--- src/sv/sprite_sheet_frame_animator_macros.svh ---
// Assertion macros for the sprite sheet frame animator.
// Included by the RTL files that assert; define SYNTH to compile them out.
`ifndef SPRITE_SHEET_FRAME_ANIMATOR_MACROS_SVH
`define SPRITE_SHEET_FRAME_ANIMATOR_MACROS_SVH
`ifndef SYNTH
// Same-cycle implication, checked out of reset.
`define SSFA_ASSERT_IMP(lbl, clk, rst_n, ante, cons) \
  lbl: assert property (@(posedge clk) disable iff (!rst_n) (ante) |-> (cons)) \
    else $error("%m: same-cycle check failed");
// Next-cycle implication, checked out of reset.
`define SSFA_ASSERT_NXT(lbl, clk, rst_n, ante, cons) \
  lbl: assert property (@(posedge clk) disable iff (!rst_n) (ante) |=> (cons)) \
    else $error("%m: next-cycle check failed");
`else
`define SSFA_ASSERT_IMP(lbl, clk, rst_n, ante, cons)
`define SSFA_ASSERT_NXT(lbl, clk, rst_n, ante, cons)
`endif
`endif

--- src/sv/ssfa_pkg.sv ---
// Shared types, constants and the control store of the frame animator.
// No dependencies; used by the interfaces, the divider and the top level.
`timescale 1ns / 1ps
package ssfa_pkg;

  localparam int MAX_COLUMNS = 16;
  localparam int MAX_ROWS    = 16;

  localparam int OP_W      = 2;
  localparam int MS_W      = 16;
  localparam int COUNT_W   = 25;
  localparam int CNT_W     = 5;
  localparam int N_W       = 10;
  localparam int DIM_W     = 10;
  localparam int ORG_W     = 12;
  localparam int COORD_W   = 15;
  localparam int FRAME_W   = 8;
  localparam int CFG_IDX_W = 3;
  localparam int CFG_W     = 16;
  localparam int DIV_CNT_W = $clog2(COUNT_W + 1);
  localparam int STEP_W    = 4;

  localparam logic [OP_W-1:0] OP_TICK    = 2'd0;
  localparam logic [OP_W-1:0] OP_RESTART = 2'd1;
  localparam logic [OP_W-1:0] OP_FINISH  = 2'd2;

  localparam logic [CFG_IDX_W-1:0] CFG_DELAY  = 3'd0;
  localparam logic [CFG_IDX_W-1:0] CFG_COLS   = 3'd1;
  localparam logic [CFG_IDX_W-1:0] CFG_ROWS   = 3'd2;
  localparam logic [CFG_IDX_W-1:0] CFG_FW     = 3'd3;
  localparam logic [CFG_IDX_W-1:0] CFG_FH     = 3'd4;
  localparam logic [CFG_IDX_W-1:0] CFG_ORG_X  = 3'd5;
  localparam logic [CFG_IDX_W-1:0] CFG_ORG_Y  = 3'd6;
  localparam logic [CFG_IDX_W-1:0] CFG_LOOP   = 3'd7;

  localparam logic [COORD_W-1:0] COORD_MAX = '1;
  localparam logic [COUNT_W-1:0] COUNT_MAX = '1;

  // Program steps
  localparam logic [STEP_W-1:0] S_IDLE    = 4'd0;
  localparam logic [STEP_W-1:0] S_DISP    = 4'd1;
  localparam logic [STEP_W-1:0] S_LOADD   = 4'd2;
  localparam logic [STEP_W-1:0] S_WAITD   = 4'd3;
  localparam logic [STEP_W-1:0] S_CHK     = 4'd4;
  localparam logic [STEP_W-1:0] S_LOOPCHK = 4'd5;
  localparam logic [STEP_W-1:0] S_LOADN   = 4'd6;
  localparam logic [STEP_W-1:0] S_WAITN   = 4'd7;
  localparam logic [STEP_W-1:0] S_WRAP    = 4'd8;
  localparam logic [STEP_W-1:0] S_NOWRAP  = 4'd9;
  localparam logic [STEP_W-1:0] S_FINEND  = 4'd10;
  localparam logic [STEP_W-1:0] S_OPS     = 4'd11;
  localparam logic [STEP_W-1:0] S_COLROW  = 4'd12;
  localparam logic [STEP_W-1:0] S_WAITC   = 4'd13;
  localparam logic [STEP_W-1:0] S_CORNER  = 4'd14;
  localparam logic [STEP_W-1:0] S_HOLD    = 4'd15;

  typedef enum logic [3:0] {
    ACT_NONE,
    ACT_IDLE,
    ACT_SUM,
    ACT_DIV_SUM,
    ACT_SAVE_REM,
    ACT_DIV_Q,
    ACT_WRAP,
    ACT_NOWRAP,
    ACT_FIN_END,
    ACT_OP,
    ACT_DIV_FRAME,
    ACT_EMIT
  } act_e;

  typedef enum logic [2:0] {
    COND_NEXT,
    COND_ALWAYS,
    COND_NO_INPUT,
    COND_SKIP_TICK,
    COND_DIV_BUSY,
    COND_NO_WRAP,
    COND_NO_LOOP,
    COND_OUT_FREE
  } cond_e;

  typedef struct packed {
    act_e              act;
    cond_e             cond;
    logic [STEP_W-1:0] target;
  } uword_t;

  typedef struct packed {
    logic                 start;
    logic [COUNT_W-1:0]   dividend;
    logic [MS_W-1:0]      divisor;
    logic [DIV_CNT_W-1:0] steps;
  } div_req_t;

  typedef struct packed {
    logic               busy;
    logic [COUNT_W-1:0] quo;
    logic [MS_W-1:0]    rem;
  } div_rsp_t;

  // Control store: a taken condition jumps to target, otherwise advance.
  function automatic uword_t ucode(input logic [STEP_W-1:0] step);
    uword_t w;
    case (step)
      S_IDLE:    w = '{ACT_IDLE,      COND_NO_INPUT,  S_IDLE};
      S_DISP:    w = '{ACT_SUM,       COND_SKIP_TICK, S_OPS};
      S_LOADD:   w = '{ACT_DIV_SUM,   COND_NEXT,      S_IDLE};
      S_WAITD:   w = '{ACT_NONE,      COND_DIV_BUSY,  S_WAITD};
      S_CHK:     w = '{ACT_SAVE_REM,  COND_NO_WRAP,   S_NOWRAP};
      S_LOOPCHK: w = '{ACT_NONE,      COND_NO_LOOP,   S_FINEND};
      S_LOADN:   w = '{ACT_DIV_Q,     COND_NEXT,      S_IDLE};
      S_WAITN:   w = '{ACT_NONE,      COND_DIV_BUSY,  S_WAITN};
      S_WRAP:    w = '{ACT_WRAP,      COND_ALWAYS,    S_COLROW};
      S_NOWRAP:  w = '{ACT_NOWRAP,    COND_ALWAYS,    S_COLROW};
      S_FINEND:  w = '{ACT_FIN_END,   COND_ALWAYS,    S_COLROW};
      S_OPS:     w = '{ACT_OP,        COND_NEXT,      S_IDLE};
      S_COLROW:  w = '{ACT_DIV_FRAME, COND_NEXT,      S_IDLE};
      S_WAITC:   w = '{ACT_NONE,      COND_DIV_BUSY,  S_WAITC};
      S_CORNER:  w = '{ACT_EMIT,      COND_OUT_FREE,  S_IDLE};
      default:   w = '{ACT_NONE,      COND_ALWAYS,    S_CORNER};
    endcase
    return w;
  endfunction

endpackage

--- src/sv/ssfa_in_if.sv ---
// Input channel of the frame animator: valid/ready plus one input item.
// Depends on ssfa_pkg for field widths.
`timescale 1ns / 1ps
interface ssfa_in_if;
  import ssfa_pkg::*;

  logic            valid;
  logic            ready;
  logic [OP_W-1:0] operation;
  logic [MS_W-1:0] elapsed_ms;

  modport source (output valid, operation, elapsed_ms, input ready);
  modport sink   (input valid, operation, elapsed_ms, output ready);
endinterface

--- src/sv/ssfa_out_if.sv ---
// Result channel of the frame animator: valid/ready plus one result item.
// Depends on ssfa_pkg for field widths.
`timescale 1ns / 1ps
interface ssfa_out_if;
  import ssfa_pkg::*;

  logic               valid;
  logic               ready;
  logic [FRAME_W-1:0] frame_index;
  logic [COORD_W-1:0] source_x;
  logic [COORD_W-1:0] source_y;
  logic               is_finished;
  logic               wrapped_now;

  modport source (output valid, frame_index, source_x, source_y, is_finished,
                  wrapped_now, input ready);
  modport sink   (input valid, frame_index, source_x, source_y, is_finished,
                  wrapped_now, output ready);
endinterface

--- src/sv/ssfa_divider.sv ---
// Restoring serial divider, one quotient bit per cycle, shared by every divide step.
// Depends on ssfa_pkg for request/response types and widths.
`timescale 1ns / 1ps
module ssfa_divider (
  input  logic              clk_i,
  input  logic              rst_ni,
  input  ssfa_pkg::div_req_t req_i,
  output ssfa_pkg::div_rsp_t rsp_o
);
  import ssfa_pkg::*;

  logic                 busy_q;
  logic [DIV_CNT_W-1:0] cnt_q;
  logic [COUNT_W-1:0]   quo_q;
  logic [MS_W-1:0]      rem_q;
  logic [MS_W-1:0]      dvs_q;
  logic [MS_W:0]        trial;
  logic                 fits;

  // Shift the next dividend bit into the partial remainder and try a subtract.
  assign trial = {rem_q, quo_q[COUNT_W-1]};
  assign fits  = trial >= {1'b0, dvs_q};

  always_ff @(posedge clk_i or negedge rst_ni) begin
    if (!rst_ni) begin
      busy_q <= 1'b0;
      cnt_q  <= '0;
    end else if (req_i.start) begin
      busy_q <= 1'b1;
      cnt_q  <= req_i.steps;
    end else if (busy_q) begin
      cnt_q <= cnt_q - 1'b1;
      if (cnt_q == DIV_CNT_W'(1)) begin
        busy_q <= 1'b0;
      end
    end
  end

  always_ff @(posedge clk_i) begin
    if (req_i.start) begin
      quo_q <= req_i.dividend;
      rem_q <= '0;
      dvs_q <= req_i.divisor;
    end else if (busy_q) begin
      quo_q <= {quo_q[COUNT_W-2:0], fits};
      rem_q <= fits ? MS_W'(trial - {1'b0, dvs_q}) : trial[MS_W-1:0];
    end
  end

  assign rsp_o.busy = busy_q;
  assign rsp_o.quo  = quo_q;
  assign rsp_o.rem  = rem_q;

endmodule

--- src/sv/sprite_sheet_frame_animator.sv ---
// Sprite sheet frame animator: a control-store sequencer over one serial divider.
// Each item ends with a frame-by-columns divide for the corner; a plain tick first
// divides its sum by the delay, and one that wraps divides that quotient by cols*rows.
// One item in flight; the next is taken in the cycle after its result is registered.
// Each divide runs on the 25-bit serial divider, one bit per cycle.
// Reset (async, low) clears the time counter, frame, flags and loads register defaults.
`timescale 1ns / 1ps
`include "sprite_sheet_frame_animator_macros.svh"
module sprite_sheet_frame_animator (
  input  logic                           clk_i,
  input  logic                           rst_ni,
  input  logic                           cfg_we_i,
  input  logic [ssfa_pkg::CFG_IDX_W-1:0] cfg_idx_i,
  input  logic [ssfa_pkg::CFG_W-1:0]     cfg_data_i,
  ssfa_in_if.sink                        in_i,
  ssfa_out_if.source                     out_o
);
  import ssfa_pkg::*;

  // Configuration registers
  logic [MS_W-1:0]  delay_q;
  logic [CNT_W-1:0] cols_q;
  logic [CNT_W-1:0] rows_q;
  logic [DIM_W-1:0] fw_q;
  logic [DIM_W-1:0] fh_q;
  logic [ORG_W-1:0] ox_q;
  logic [ORG_W-1:0] oy_q;
  logic             loop_q;

  // Animation state
  logic [COUNT_W-1:0] elapsed_q;
  logic [FRAME_W-1:0] frame_q;
  logic               finished_q;
  logic               wrapped_q;

  // Sequencer and working registers
  logic [STEP_W-1:0]  pc_q;
  logic [STEP_W-1:0]  pc_d;
  logic [OP_W-1:0]    op_q;
  logic [MS_W-1:0]    ms_q;
  logic [COUNT_W-1:0] sum_q;
  logic [MS_W-1:0]    remd_q;
  logic               out_valid_q;

  uword_t   uw;
  logic     take;
  logic     out_free;
  div_req_t div_req;
  div_rsp_t div_rsp;

  logic [CNT_W-1:0]   cols_c;
  logic [CNT_W-1:0]   rows_c;
  logic [N_W-1:0]     n_c;
  logic [COUNT_W:0]   sum_full;
  logic [COUNT_W-1:0] sum_c;
  logic [COUNT_W:0]   wrap_prod;
  logic [CNT_W-1:0]   col_c;
  logic [FRAME_W-1:0] row_c;
  logic [COORD_W-1:0] sx_prod;
  logic [COORD_W:0]   sx_sum;
  logic [17:0]        sy_prod;
  logic [18:0]        sy_sum;

  ssfa_divider u_div (
    .clk_i  (clk_i),
    .rst_ni (rst_ni),
    .req_i  (div_req),
    .rsp_o  (div_rsp)
  );

  // Column and row counts: zero acts as one, oversize acts as the maximum.
  always_comb begin
    if (cols_q == '0) begin
      cols_c = CNT_W'(1);
    end else if (int'(cols_q) > MAX_COLUMNS) begin
      cols_c = CNT_W'(MAX_COLUMNS);
    end else begin
      cols_c = cols_q;
    end
    if (rows_q == '0) begin
      rows_c = CNT_W'(1);
    end else if (int'(rows_q) > MAX_ROWS) begin
      rows_c = CNT_W'(MAX_ROWS);
    end else begin
      rows_c = rows_q;
    end
  end

  assign n_c      = N_W'(cols_c) * N_W'(rows_c);
  assign sum_full = {1'b0, elapsed_q} + (COUNT_W + 1)'(ms_q);
  assign sum_c    = sum_full[COUNT_W] ? COUNT_MAX : sum_full[COUNT_W-1:0];

  // Wrapped time: (q mod N) * delay + (sum mod delay)
  assign wrap_prod = (COUNT_W + 1)'(div_rsp.rem[N_W-1:0]) * (COUNT_W + 1)'(delay_q);

  assign col_c   = div_rsp.rem[CNT_W-1:0];
  assign row_c   = div_rsp.quo[FRAME_W-1:0];
  assign sx_prod = COORD_W'(fw_q) * COORD_W'(col_c);
  assign sx_sum  = (COORD_W + 1)'(ox_q) + {1'b0, sx_prod};
  assign sy_prod = 18'(fh_q) * 18'(row_c);
  assign sy_sum  = 19'(oy_q) + {1'b0, sy_prod};

  assign out_free = !out_valid_q || out_o.ready;

  // Sequencer
  assign uw = ucode(pc_q);

  always_comb begin
    case (uw.cond)
      COND_NEXT:      take = 1'b0;
      COND_ALWAYS:    take = 1'b1;
      COND_NO_INPUT:  take = !in_i.valid;
      COND_SKIP_TICK: take = (op_q != OP_TICK) || finished_q || (delay_q == '0);
      COND_DIV_BUSY:  take = div_rsp.busy;
      COND_NO_WRAP:   take = div_rsp.quo < COUNT_W'(n_c);
      COND_NO_LOOP:   take = !loop_q;
      COND_OUT_FREE:  take = out_free;
      default:        take = 1'b0;
    endcase
    pc_d = take ? uw.target : STEP_W'(pc_q + 1'b1);
  end

  assign in_i.ready = (uw.act == ACT_IDLE);

  // Divider requests
  always_comb begin
    div_req.start    = 1'b0;
    div_req.dividend = sum_q;
    div_req.divisor  = delay_q;
    div_req.steps    = DIV_CNT_W'(COUNT_W);
    case (uw.act)
      ACT_DIV_SUM: begin
        div_req.start = 1'b1;
      end
      ACT_DIV_Q: begin
        div_req.start    = 1'b1;
        div_req.dividend = div_rsp.quo;
        div_req.divisor  = MS_W'(n_c);
      end
      ACT_DIV_FRAME: begin
        // Left-align the frame so only its bits are walked.
        div_req.start    = 1'b1;
        div_req.dividend = {frame_q, {(COUNT_W - FRAME_W){1'b0}}};
        div_req.divisor  = MS_W'(cols_c);
        div_req.steps    = DIV_CNT_W'(FRAME_W);
      end
      default: begin
      end
    endcase
  end

  always_ff @(posedge clk_i or negedge rst_ni) begin
    if (!rst_ni) begin
      pc_q <= S_IDLE;
    end else begin
      pc_q <= pc_d;
    end
  end

  // Configuration writes
  always_ff @(posedge clk_i or negedge rst_ni) begin
    if (!rst_ni) begin
      delay_q <= '0;
      cols_q  <= CNT_W'(1);
      rows_q  <= CNT_W'(1);
      fw_q    <= '0;
      fh_q    <= '0;
      ox_q    <= '0;
      oy_q    <= '0;
      loop_q  <= 1'b1;
    end else if (cfg_we_i) begin
      case (cfg_idx_i)
        CFG_DELAY: delay_q <= cfg_data_i;
        CFG_COLS:  cols_q  <= cfg_data_i[CNT_W-1:0];
        CFG_ROWS:  rows_q  <= cfg_data_i[CNT_W-1:0];
        CFG_FW:    fw_q    <= cfg_data_i[DIM_W-1:0];
        CFG_FH:    fh_q    <= cfg_data_i[DIM_W-1:0];
        CFG_ORG_X: ox_q    <= cfg_data_i[ORG_W-1:0];
        CFG_ORG_Y: oy_q    <= cfg_data_i[ORG_W-1:0];
        CFG_LOOP:  loop_q  <= cfg_data_i[0];
        default: begin
        end
      endcase
    end
  end

  // Animation state updates
  always_ff @(posedge clk_i or negedge rst_ni) begin
    if (!rst_ni) begin
      elapsed_q  <= '0;
      frame_q    <= '0;
      finished_q <= 1'b0;
      wrapped_q  <= 1'b0;
    end else begin
      case (uw.act)
        ACT_WRAP: begin
          elapsed_q <= wrap_prod[COUNT_W-1:0] + COUNT_W'(remd_q);
          frame_q   <= div_rsp.rem[FRAME_W-1:0];
          wrapped_q <= 1'b1;
        end
        ACT_NOWRAP: begin
          elapsed_q <= sum_q;
          frame_q   <= div_rsp.quo[FRAME_W-1:0];
          wrapped_q <= 1'b0;
        end
        ACT_FIN_END: begin
          // Keep the added time, freeze the frame.
          elapsed_q  <= sum_q;
          finished_q <= 1'b1;
        end
        ACT_OP: begin
          if (op_q == OP_RESTART) begin
            elapsed_q  <= '0;
            frame_q    <= '0;
            finished_q <= 1'b0;
            wrapped_q  <= 1'b0;
          end else if (op_q == OP_FINISH) begin
            finished_q <= 1'b1;
          end
        end
        default: begin
        end
      endcase
    end
  end

  // Working payload
  always_ff @(posedge clk_i) begin
    if (in_i.valid && in_i.ready) begin
      op_q <= in_i.operation;
      ms_q <= in_i.elapsed_ms;
    end
    if (uw.act == ACT_SUM) begin
      sum_q <= sum_c;
    end
    if (uw.act == ACT_SAVE_REM) begin
      remd_q <= div_rsp.rem;
    end
  end

  // Output register
  always_ff @(posedge clk_i or negedge rst_ni) begin
    if (!rst_ni) begin
      out_valid_q <= 1'b0;
    end else if (uw.act == ACT_EMIT && out_free) begin
      out_valid_q <= 1'b1;
    end else if (out_o.ready) begin
      out_valid_q <= 1'b0;
    end
  end

  always_ff @(posedge clk_i) begin
    if (uw.act == ACT_EMIT && out_free) begin
      out_o.frame_index <= frame_q;
      out_o.source_x    <= sx_sum[COORD_W] ? COORD_MAX : sx_sum[COORD_W-1:0];
      out_o.source_y    <= (sy_sum > 19'(COORD_MAX)) ? COORD_MAX : sy_sum[COORD_W-1:0];
      out_o.is_finished <= finished_q;
      out_o.wrapped_now <= wrapped_q;
    end
  end

  assign out_o.valid = out_valid_q;

  `SSFA_ASSERT_IMP(a_idle_div_quiet, clk_i, rst_ni, pc_q == S_IDLE, !div_rsp.busy)
  `SSFA_ASSERT_NXT(a_accept_dispatch, clk_i, rst_ni, in_i.valid && in_i.ready, pc_q == S_DISP)
  `SSFA_ASSERT_IMP(a_finish_source, clk_i, rst_ni, $rose(finished_q), ($past(pc_q) == S_FINEND) || ($past(pc_q) == S_OPS))
  `SSFA_ASSERT_NXT(a_emit_valid, clk_i, rst_ni, (pc_q == S_CORNER) && out_free, out_o.valid)

endmodule

--- src/flat_wrapper.sv ---
// flat-port wrapper written by rule: the top's interface ports become plain ports
module sprite_sheet_frame_animator_flat import ssfa_pkg::*;
  (clk_i, rst_ni, cfg_we_i, cfg_idx_i, cfg_data_i, in_i_valid, in_i_operation, in_i_elapsed_ms, in_i_ready, out_o_valid, out_o_frame_index, out_o_source_x, out_o_source_y, out_o_is_finished, out_o_wrapped_now, out_o_ready);
  ssfa_in_if in_i_i ();
  ssfa_out_if out_o_i ();
  input  logic clk_i;
  input  logic rst_ni;
  input  logic cfg_we_i;
  input  logic [ssfa_pkg::CFG_IDX_W-1:0] cfg_idx_i;
  input  logic [ssfa_pkg::CFG_W-1:0] cfg_data_i;
  input wire logic [$bits(in_i_i.valid)-1:0] in_i_valid;
  input wire logic [$bits(in_i_i.operation)-1:0] in_i_operation;
  input wire logic [$bits(in_i_i.elapsed_ms)-1:0] in_i_elapsed_ms;
  output wire logic [$bits(in_i_i.ready)-1:0] in_i_ready;
  output wire logic [$bits(out_o_i.valid)-1:0] out_o_valid;
  output wire logic [$bits(out_o_i.frame_index)-1:0] out_o_frame_index;
  output wire logic [$bits(out_o_i.source_x)-1:0] out_o_source_x;
  output wire logic [$bits(out_o_i.source_y)-1:0] out_o_source_y;
  output wire logic [$bits(out_o_i.is_finished)-1:0] out_o_is_finished;
  output wire logic [$bits(out_o_i.wrapped_now)-1:0] out_o_wrapped_now;
  input wire logic [$bits(out_o_i.ready)-1:0] out_o_ready;
  assign in_i_i.valid = in_i_valid;
  assign in_i_i.operation = in_i_operation;
  assign in_i_i.elapsed_ms = in_i_elapsed_ms;
  assign in_i_ready = in_i_i.ready;
  assign out_o_valid = out_o_i.valid;
  assign out_o_frame_index = out_o_i.frame_index;
  assign out_o_source_x = out_o_i.source_x;
  assign out_o_source_y = out_o_i.source_y;
  assign out_o_is_finished = out_o_i.is_finished;
  assign out_o_wrapped_now = out_o_i.wrapped_now;
  assign out_o_i.ready = out_o_ready;
  sprite_sheet_frame_animator u_core (.clk_i(clk_i), .rst_ni(rst_ni), .cfg_we_i(cfg_we_i), .cfg_idx_i(cfg_idx_i), .cfg_data_i(cfg_data_i), .in_i(in_i_i), .out_o(out_o_i));
endmodule
--- config.mk ---
export PLATFORM = sky130hd
export DESIGN_NAME = sprite_sheet_frame_animator_flat
export DESIGN_NICKNAME = d
export VERILOG_FILES = /design/src/sv/ssfa_pkg.sv /design/src/sv/ssfa_in_if.sv /design/src/sv/ssfa_out_if.sv /design/src/sv/ssfa_divider.sv /design/src/sv/sprite_sheet_frame_animator.sv /design/src/flat_wrapper.sv
export VERILOG_INCLUDE_DIRS = /design/src /design/src/sv
export SDC_FILE = /design/constraint.sdc
export NUM_CORES = 1
export LEC_CHECK = 0
export BUFFER_PORTS_ARGS = -buffer_cell sky130_fd_sc_hd__buf_2
export CAP_MARGIN = 20
export CORE_MARGIN = 10
export CORE_UTILIZATION = 35
export DETAILED_ROUTE_END_ITERATION = 10
export GPL_TIMING_DRIVEN = 0
export PLACE_DENSITY = 0.52
export SLEW_MARGIN = 10
export SYNTH_ARGS = -nofsm -noshare
export SYNTH_HDL_FRONTEND = slang
export SYNTH_SLANG_ARGS = --single-unit
--- constraint.sdc ---
create_clock -name clk_i -period 7.3 [get_ports clk_i]
set_clock_uncertainty 0.05 [all_clocks]
set_input_delay 0.73 -clock clk_i [delete_from_list [all_inputs] [get_ports clk_i]]
set_output_delay 0.73 -clock clk_i [all_outputs]
set_load 0.02 [all_outputs]
# Word level (Yosys, flattened, before mapping)
# Memories as Yosys holds them, arrays and structs flattened.
# Index checks and enable logic that the tools add are counted.
[op_classes]
add_sub_neg = 7
mul = 4
n_lt_le_gt_ge = 5
eq_ne = 31
mux = 28
n_reduce_logical = 33
[ops]
columns = ["op", "n"]
rows = [
  ["41-bit case mux with 2 select lines", 1],
  ["25-bit two-way mux", 3],
  ["25-bit case mux with 3 select lines", 1],
  ["5-bit two-way mux", 7],
  ["25-bit by 16-bit adder with 26-bit output", 1],
  ["25-bit by 16-bit adder with 25-bit output", 1],
  ["25-bit by 10-bit less-than comparator with 1-bit output", 1],
  ["10-bit by 16-bit multiplier with 25-bit output", 1],
  ["3-bit == test (second input constant)", 8],
  ["8-bit case mux with 3 select lines", 1],
  ["2-bit AND reduction", 12],
  ["12-bit by 18-bit adder with 19-bit output", 1],
  ["19-bit by 15-bit greater-than comparator with 1-bit output (second input constant)", 1],
  ["10-bit by 8-bit multiplier with 18-bit output", 1],
  ["17-bit by 16-bit greater-or-equal comparator with 1-bit output", 1],
  ["12-bit by 15-bit adder with 16-bit output", 1],
  ["4-bit by 3-bit == test with 1-bit output (second input constant)", 4],
  ["4-bit == test (second input constant)", 4],
  ["16-bit logical NOT", 1],
  ["16-bit two-way mux", 1],
  ["16-bit subtractor", 1],
  ["10-bit by 5-bit multiplier with 15-bit output", 1],
  ["3-bit by 2-bit == test with 1-bit output (second input constant)", 4],
  ["5-bit greater-than comparator (second input constant)", 2],
  ["27 further kinds", 48],
]
[totals]
register_bits = 273
mem_bits_ro = 176
out_inout_bits = 42
elab_cells = 137
n_memories = 1
[mem_list]
columns = ["name", "depth", "word_bits", "rd", "rd_clocked_by_memory_dff", "write_ports", "line_no", "rtl"]
rows = [
  ["(name not given)", 16, 11, 1, 0, 0, "ssfa_pkg.sv:105", "case (step)"],
]

# Depth between registers and ports, before layout
[depth]
depth_word = 7
depth_mapped = 23

# Cells and area by module
# Synthesis repeated with hierarchy kept, for this count alone.
[unflattened]
cells_unflattened = 2357
area_unflattened_um2 = 24061.8
[by_module_without_submodules]
columns = ["module", "instances", "cells_each", "area_per_inst_um2", "seq_area_each_um2"]
rows = [
  ["sprite_sheet_frame_animator", 1, 2035, 20573.5, 5754.3],
  ["ssfa_divider", 1, 322, 3488.3, 1701.6],
]

# Least setup slack after synthesis
# Ideal clock, no wire load.
[synth_path]
path_kind = "register -> register"
from = "register u_core.u_div.rem_q[9]"
to = "register u_core.elapsed_q[19]"
setup_time_ns = 0.127
arrival_ns = 5.679
required_ns = 7.123
path_slack_ns = 1.444
stages_incl_launch_ff = 21
path_buffers = 2
synth_period_minus_slack_ns = 5.856
cell_sequence = "dfxtp_1 > clkbuf_1 > clkbuf_1 > nand2_1 > fa_1 > fa_1 > inv_1 > fa_1 > inv_1 > fa_1 > inv_1 > fa_1 > ha_1 > and3_1 > a221oi_1 > a2bb2oi_1 > o221ai_1 > a31o_2 > xor2_1 > a221oi_1 > nor2_1"
[synth_between]
elab_chain_len = 3
[synth_lines]
columns = ["element", "line_no", "rtl"]
rows = [
  ["start: declaration", "ssfa_divider.sv:15", "logic [MS_W-1:0] rem_q;"],
  ["start signal: assignment", "ssfa_divider.sv:46", "rem_q <= fits ? MS_W'(trial - {1'b0, dvs_q}) : trial[MS_W-1:0];"],
  ["10-bit by 16-bit multiplier with 25-bit output", "sprite_sheet_frame_animator.sv:94", "assign wrap_prod = (COUNT_W + 1)'(div_rsp.rem[N_W-1:0]) * (COUNT_W + 1)'(delay_q);"],
  ["25-bit by 16-bit adder with 25-bit output", "sprite_sheet_frame_animator.sv:197", "elapsed_q <= wrap_prod[COUNT_W-1:0] + COUNT_W'(remd_q);"],
  ["25-bit case mux with 3 select lines", "sprite_sheet_frame_animator.sv:195", "case (uw.act)"],
  ["end signal: assignment", "sprite_sheet_frame_animator.sv:197", ""],
  ["end signal: assignment", "sprite_sheet_frame_animator.sv:202", "elapsed_q <= sum_q;"],
  ["end signal: assignment", "sprite_sheet_frame_animator.sv:208", "elapsed_q <= sum_q;"],
  ["end: declaration", "sprite_sheet_frame_animator.sv:31", "logic [COUNT_W-1:0] elapsed_q;"],
]
# Every way passes these cells.
# A chain may end at the register's enable or synchronous reset.

# Final worst setup path
[layout_path]
from = "register u_core.u_div.rem_q[5]"
to = "register u_core.elapsed_q[19]"
# The elaborated chain is that of the path after synthesis.

==> results.toml <==
[setup_path]
crit_end = "u_core.elapsed_q[19]"
startpoint_type = "flip-flop"
cp.required_ps = 7710
reg2reg_depth = 20
crit_path_max_fanout = 10
worstSetupStartpoint = "u_core.u_div.rem_q[5]"
regToRegEndpoint = "u_core.elapsed_q[19]"
reg2reg_slack_ps = 280
crit_type = "flip-flop to flip-flop"
r2r_start = "u_core.u_div.rem_q[5]"
cp.arrival_ps = 7430
endpoint_kind = "flip-flop"

[placement]
port_buffers = 83
post-dp-hpwl_mm = 53.93
place.gp.congestion = 0.9004

[timing]
fin_crit_ps = 7021
rsz0062_at_grt = "no"
period_share = 0.9617
relSlewSlack = 0.2420
setup_viol = 0
worst_slew_pin_slew_ps = 1127
max_freq_ghz = 0.1424
fin_tns_setup_ps = 0
hold_viol = 0
drv_slew = 0

[route]
drt-total-wl_mm = 67.53
via_count = 17580
viasPerCell = 5.194
drtAntennaViolNets = 0
drt-wirelength-per-cell_um = 19.95
drt_first_pass_iters = 8
first_iter_violations = 1072
drcViolationCount = 0

[run_status]
status = "finished clean"

[worst_hold_path]
min_path_type = "input port to async pin"

[floorplanning]
core_area_um2 = 67040
die_h_um = 279.7
start_util = 0.3521
rows = 95
die_area_um2 = 78220
pin_count = 84
die-width_um = 279.7

[clocking]
post_cts_buffers = 0
clk_path_buf_depth = 3
ctsHoldBuffers = 0
cts_made_buffers = 36
root_buffer = "clkbuf_16"
clk_latency_ps = 590
tritoncts = "done"
h-tree-depth = 2
cts.reportedPaths.clkPinSlew_ps = 60
clkSinkCount = 273

[finish]
drive_above_1_share = 0.1003
nets = 2953
final_cell_mix = "nand2_1, inv_1, fa_1, ha_1, and2_1"
diodes = 0
area_growth_pct = 12.14
mostFrequentLayoutCell = "nand2_1"

[grt]
grt.total_usage = 0.1725
antenna_found_initial = 2
grt_start_max_net_pins = 74
grt_pass1_vias = 18190
grt_pass1_wl_mm = 105.1
overflow = 0

[logic_synthesis]
synth_seq_cells = 273
synthCells = 2356
synthFlopType = "edfxtp_1"
synth_edf_count = 140
async_flop_share = 0.4286
synth.avg_cell_area_um2 = 10.02
ys_top_cells_by_area = "fa_1, edfxtp_1, dfrtp_1, ha_1, nand2_1"
synth_area_um2 = 23600
ys_seq_area_frac = 0.3159
synthDistinctLibCells = 71
synth_fp_nets = 2824
ys.warnings.count = 0
yosys.area.top_type = "fa_1"
synth_top_area_frac = 0.1968

[run]
cap_viol_max_count = 0
-- per-stage QoR --
| stage | hold WS (ps) | worst slack (ps) | util | cell area (µm²) | instances |
|---|---|---|---|---|---|
| 2_1_floorplan | 375.7 | 1444 | - | 23600 | 2356 |
| 3_3_place_gp | 419.9 | 62.94 | 0.3746 | 25110 | 3312 |
| 3_5_place_dp | 421.2 | 27.66 | 0.3765 | 25240 | 3320 |
| 4_1_cts | 187.8 | 48.63 | 0.3946 | 26460 | 3385 |
| 5_1_grt | 198.4 | 2.672 | 0.3948 | 26470 | 3385 |
| 6_report | 143.2 | 279.3 | 0.3948 | 26470 | 3385 |
-- sequential cells by signal, indices dropped and copies added (netlist names), 8 cells and up --
signal                    count
u_core.delay_q               16
u_core.elapsed_q             25
u_core.fh_q                  10
u_core.frame_q                8
u_core.fw_q                  10
u_core.ms_q                  16
u_core.out_o.frame_index      8
u_core.out_o.source_x        15
u_core.out_o.source_y        15
u_core.ox_q                  12
u_core.oy_q                  12
u_core.remd_q                16
u_core.sum_q                 25
u_core.u_div.dvs_q           16
u_core.u_div.quo_q           25
u_core.u_div.rem_q           16
-- Yosys cell counts, types with 45 or more instances --
master      n
nand2_1   285
dfrtp_1   114
inv_1     280
o21ai_0    81
mux2_2     72
edfxtp_1  140
xnor2_1    45
clkbuf_1   88
a21oi_1   116
and2_1    152
ha_1      194
fa_1      232
nor2_1    118
-- how the worst min path moves through the flow --
| stage | from | to | cells after the start |
|---|---|---|---|
| floorplan | rst_ni | u_core.cols_q[1] | 0 |
| global placement | u_core.u_div.rem_q[9] | u_core.remd_q[9] | 0 |
| detailed placement | u_core.u_div.rem_q[9] | u_core.remd_q[9] | 0 |
| CTS | rst_ni | u_core.ox_q[2] | 1 |
| global route | rst_ni | u_core.ox_q[1] | 1 |
| finish | rst_ni | u_core.ox_q[1] | 1 |
-- what timing repair did --
| item | 4_1_cts | 5_1_grt |
|---|---|---|
| gates resized for setup | 0 | 14 |
| setup endpoints to repair | 0 | 3 |
| endpoints found under the hold margin | 0 | 0 |
-- per-layer routing --
layer	routed length (µm)	track usage	vias up
met5	0	0	-
met1	30640	0.2323	8888
met2	32180	0.2862	430
met4	1790	0.04823	0
met3	2911	0.02346	84
li1	-	-	8180
-- final cells by class --
cell class	instances	area, µm²
Fill cell	6724	40570
Multi-Input combinational cell	1702	14740
Sequential cell	273	7456
Tap cell	873	1092
Inverter	282	1059
Clock buffer	48	996.0
Timing Repair Buffer	91	519.2
Buffer	99	391.6
Clock inverter	17	220.2
-- worst max-delay path, stage by stage, from the launching register on --
cell and delay [ps]:
dfxtp_1 400, clkbuf_1 620, clkbuf_1 550, nand2_1 150, fa_1 500, fa_1 490
inv_1 50, fa_1 530, inv_1 60, fa_1 520, inv_1 50, fa_1 470
ha_1 390, and3_1 230, a221oi_1 300, a2bb2oi_1 450, o221ai_1 270, a31o_2 340
xor2_1 170, a221oi_1 260, nor2_1 80
-- logic make-up after synthesis --
| kind of cell | synth area share |
|---|---|
| adder cells (fa/ha/maj) | 0.2996 |
| multiplexers | 0.04326 |
| AND/OR/NAND/NOR | 0.1493 |
| flip-flops | 0.3159 |
| buffers and inverters | 0.06091 |
| AO/OA/AOI/OAI | 0.1028 |
| XOR/XNOR | 0.02820 |
Power is not shown: default switching activity piles up to over one toggle a cycle in this logic, so the estimate is an artifact.
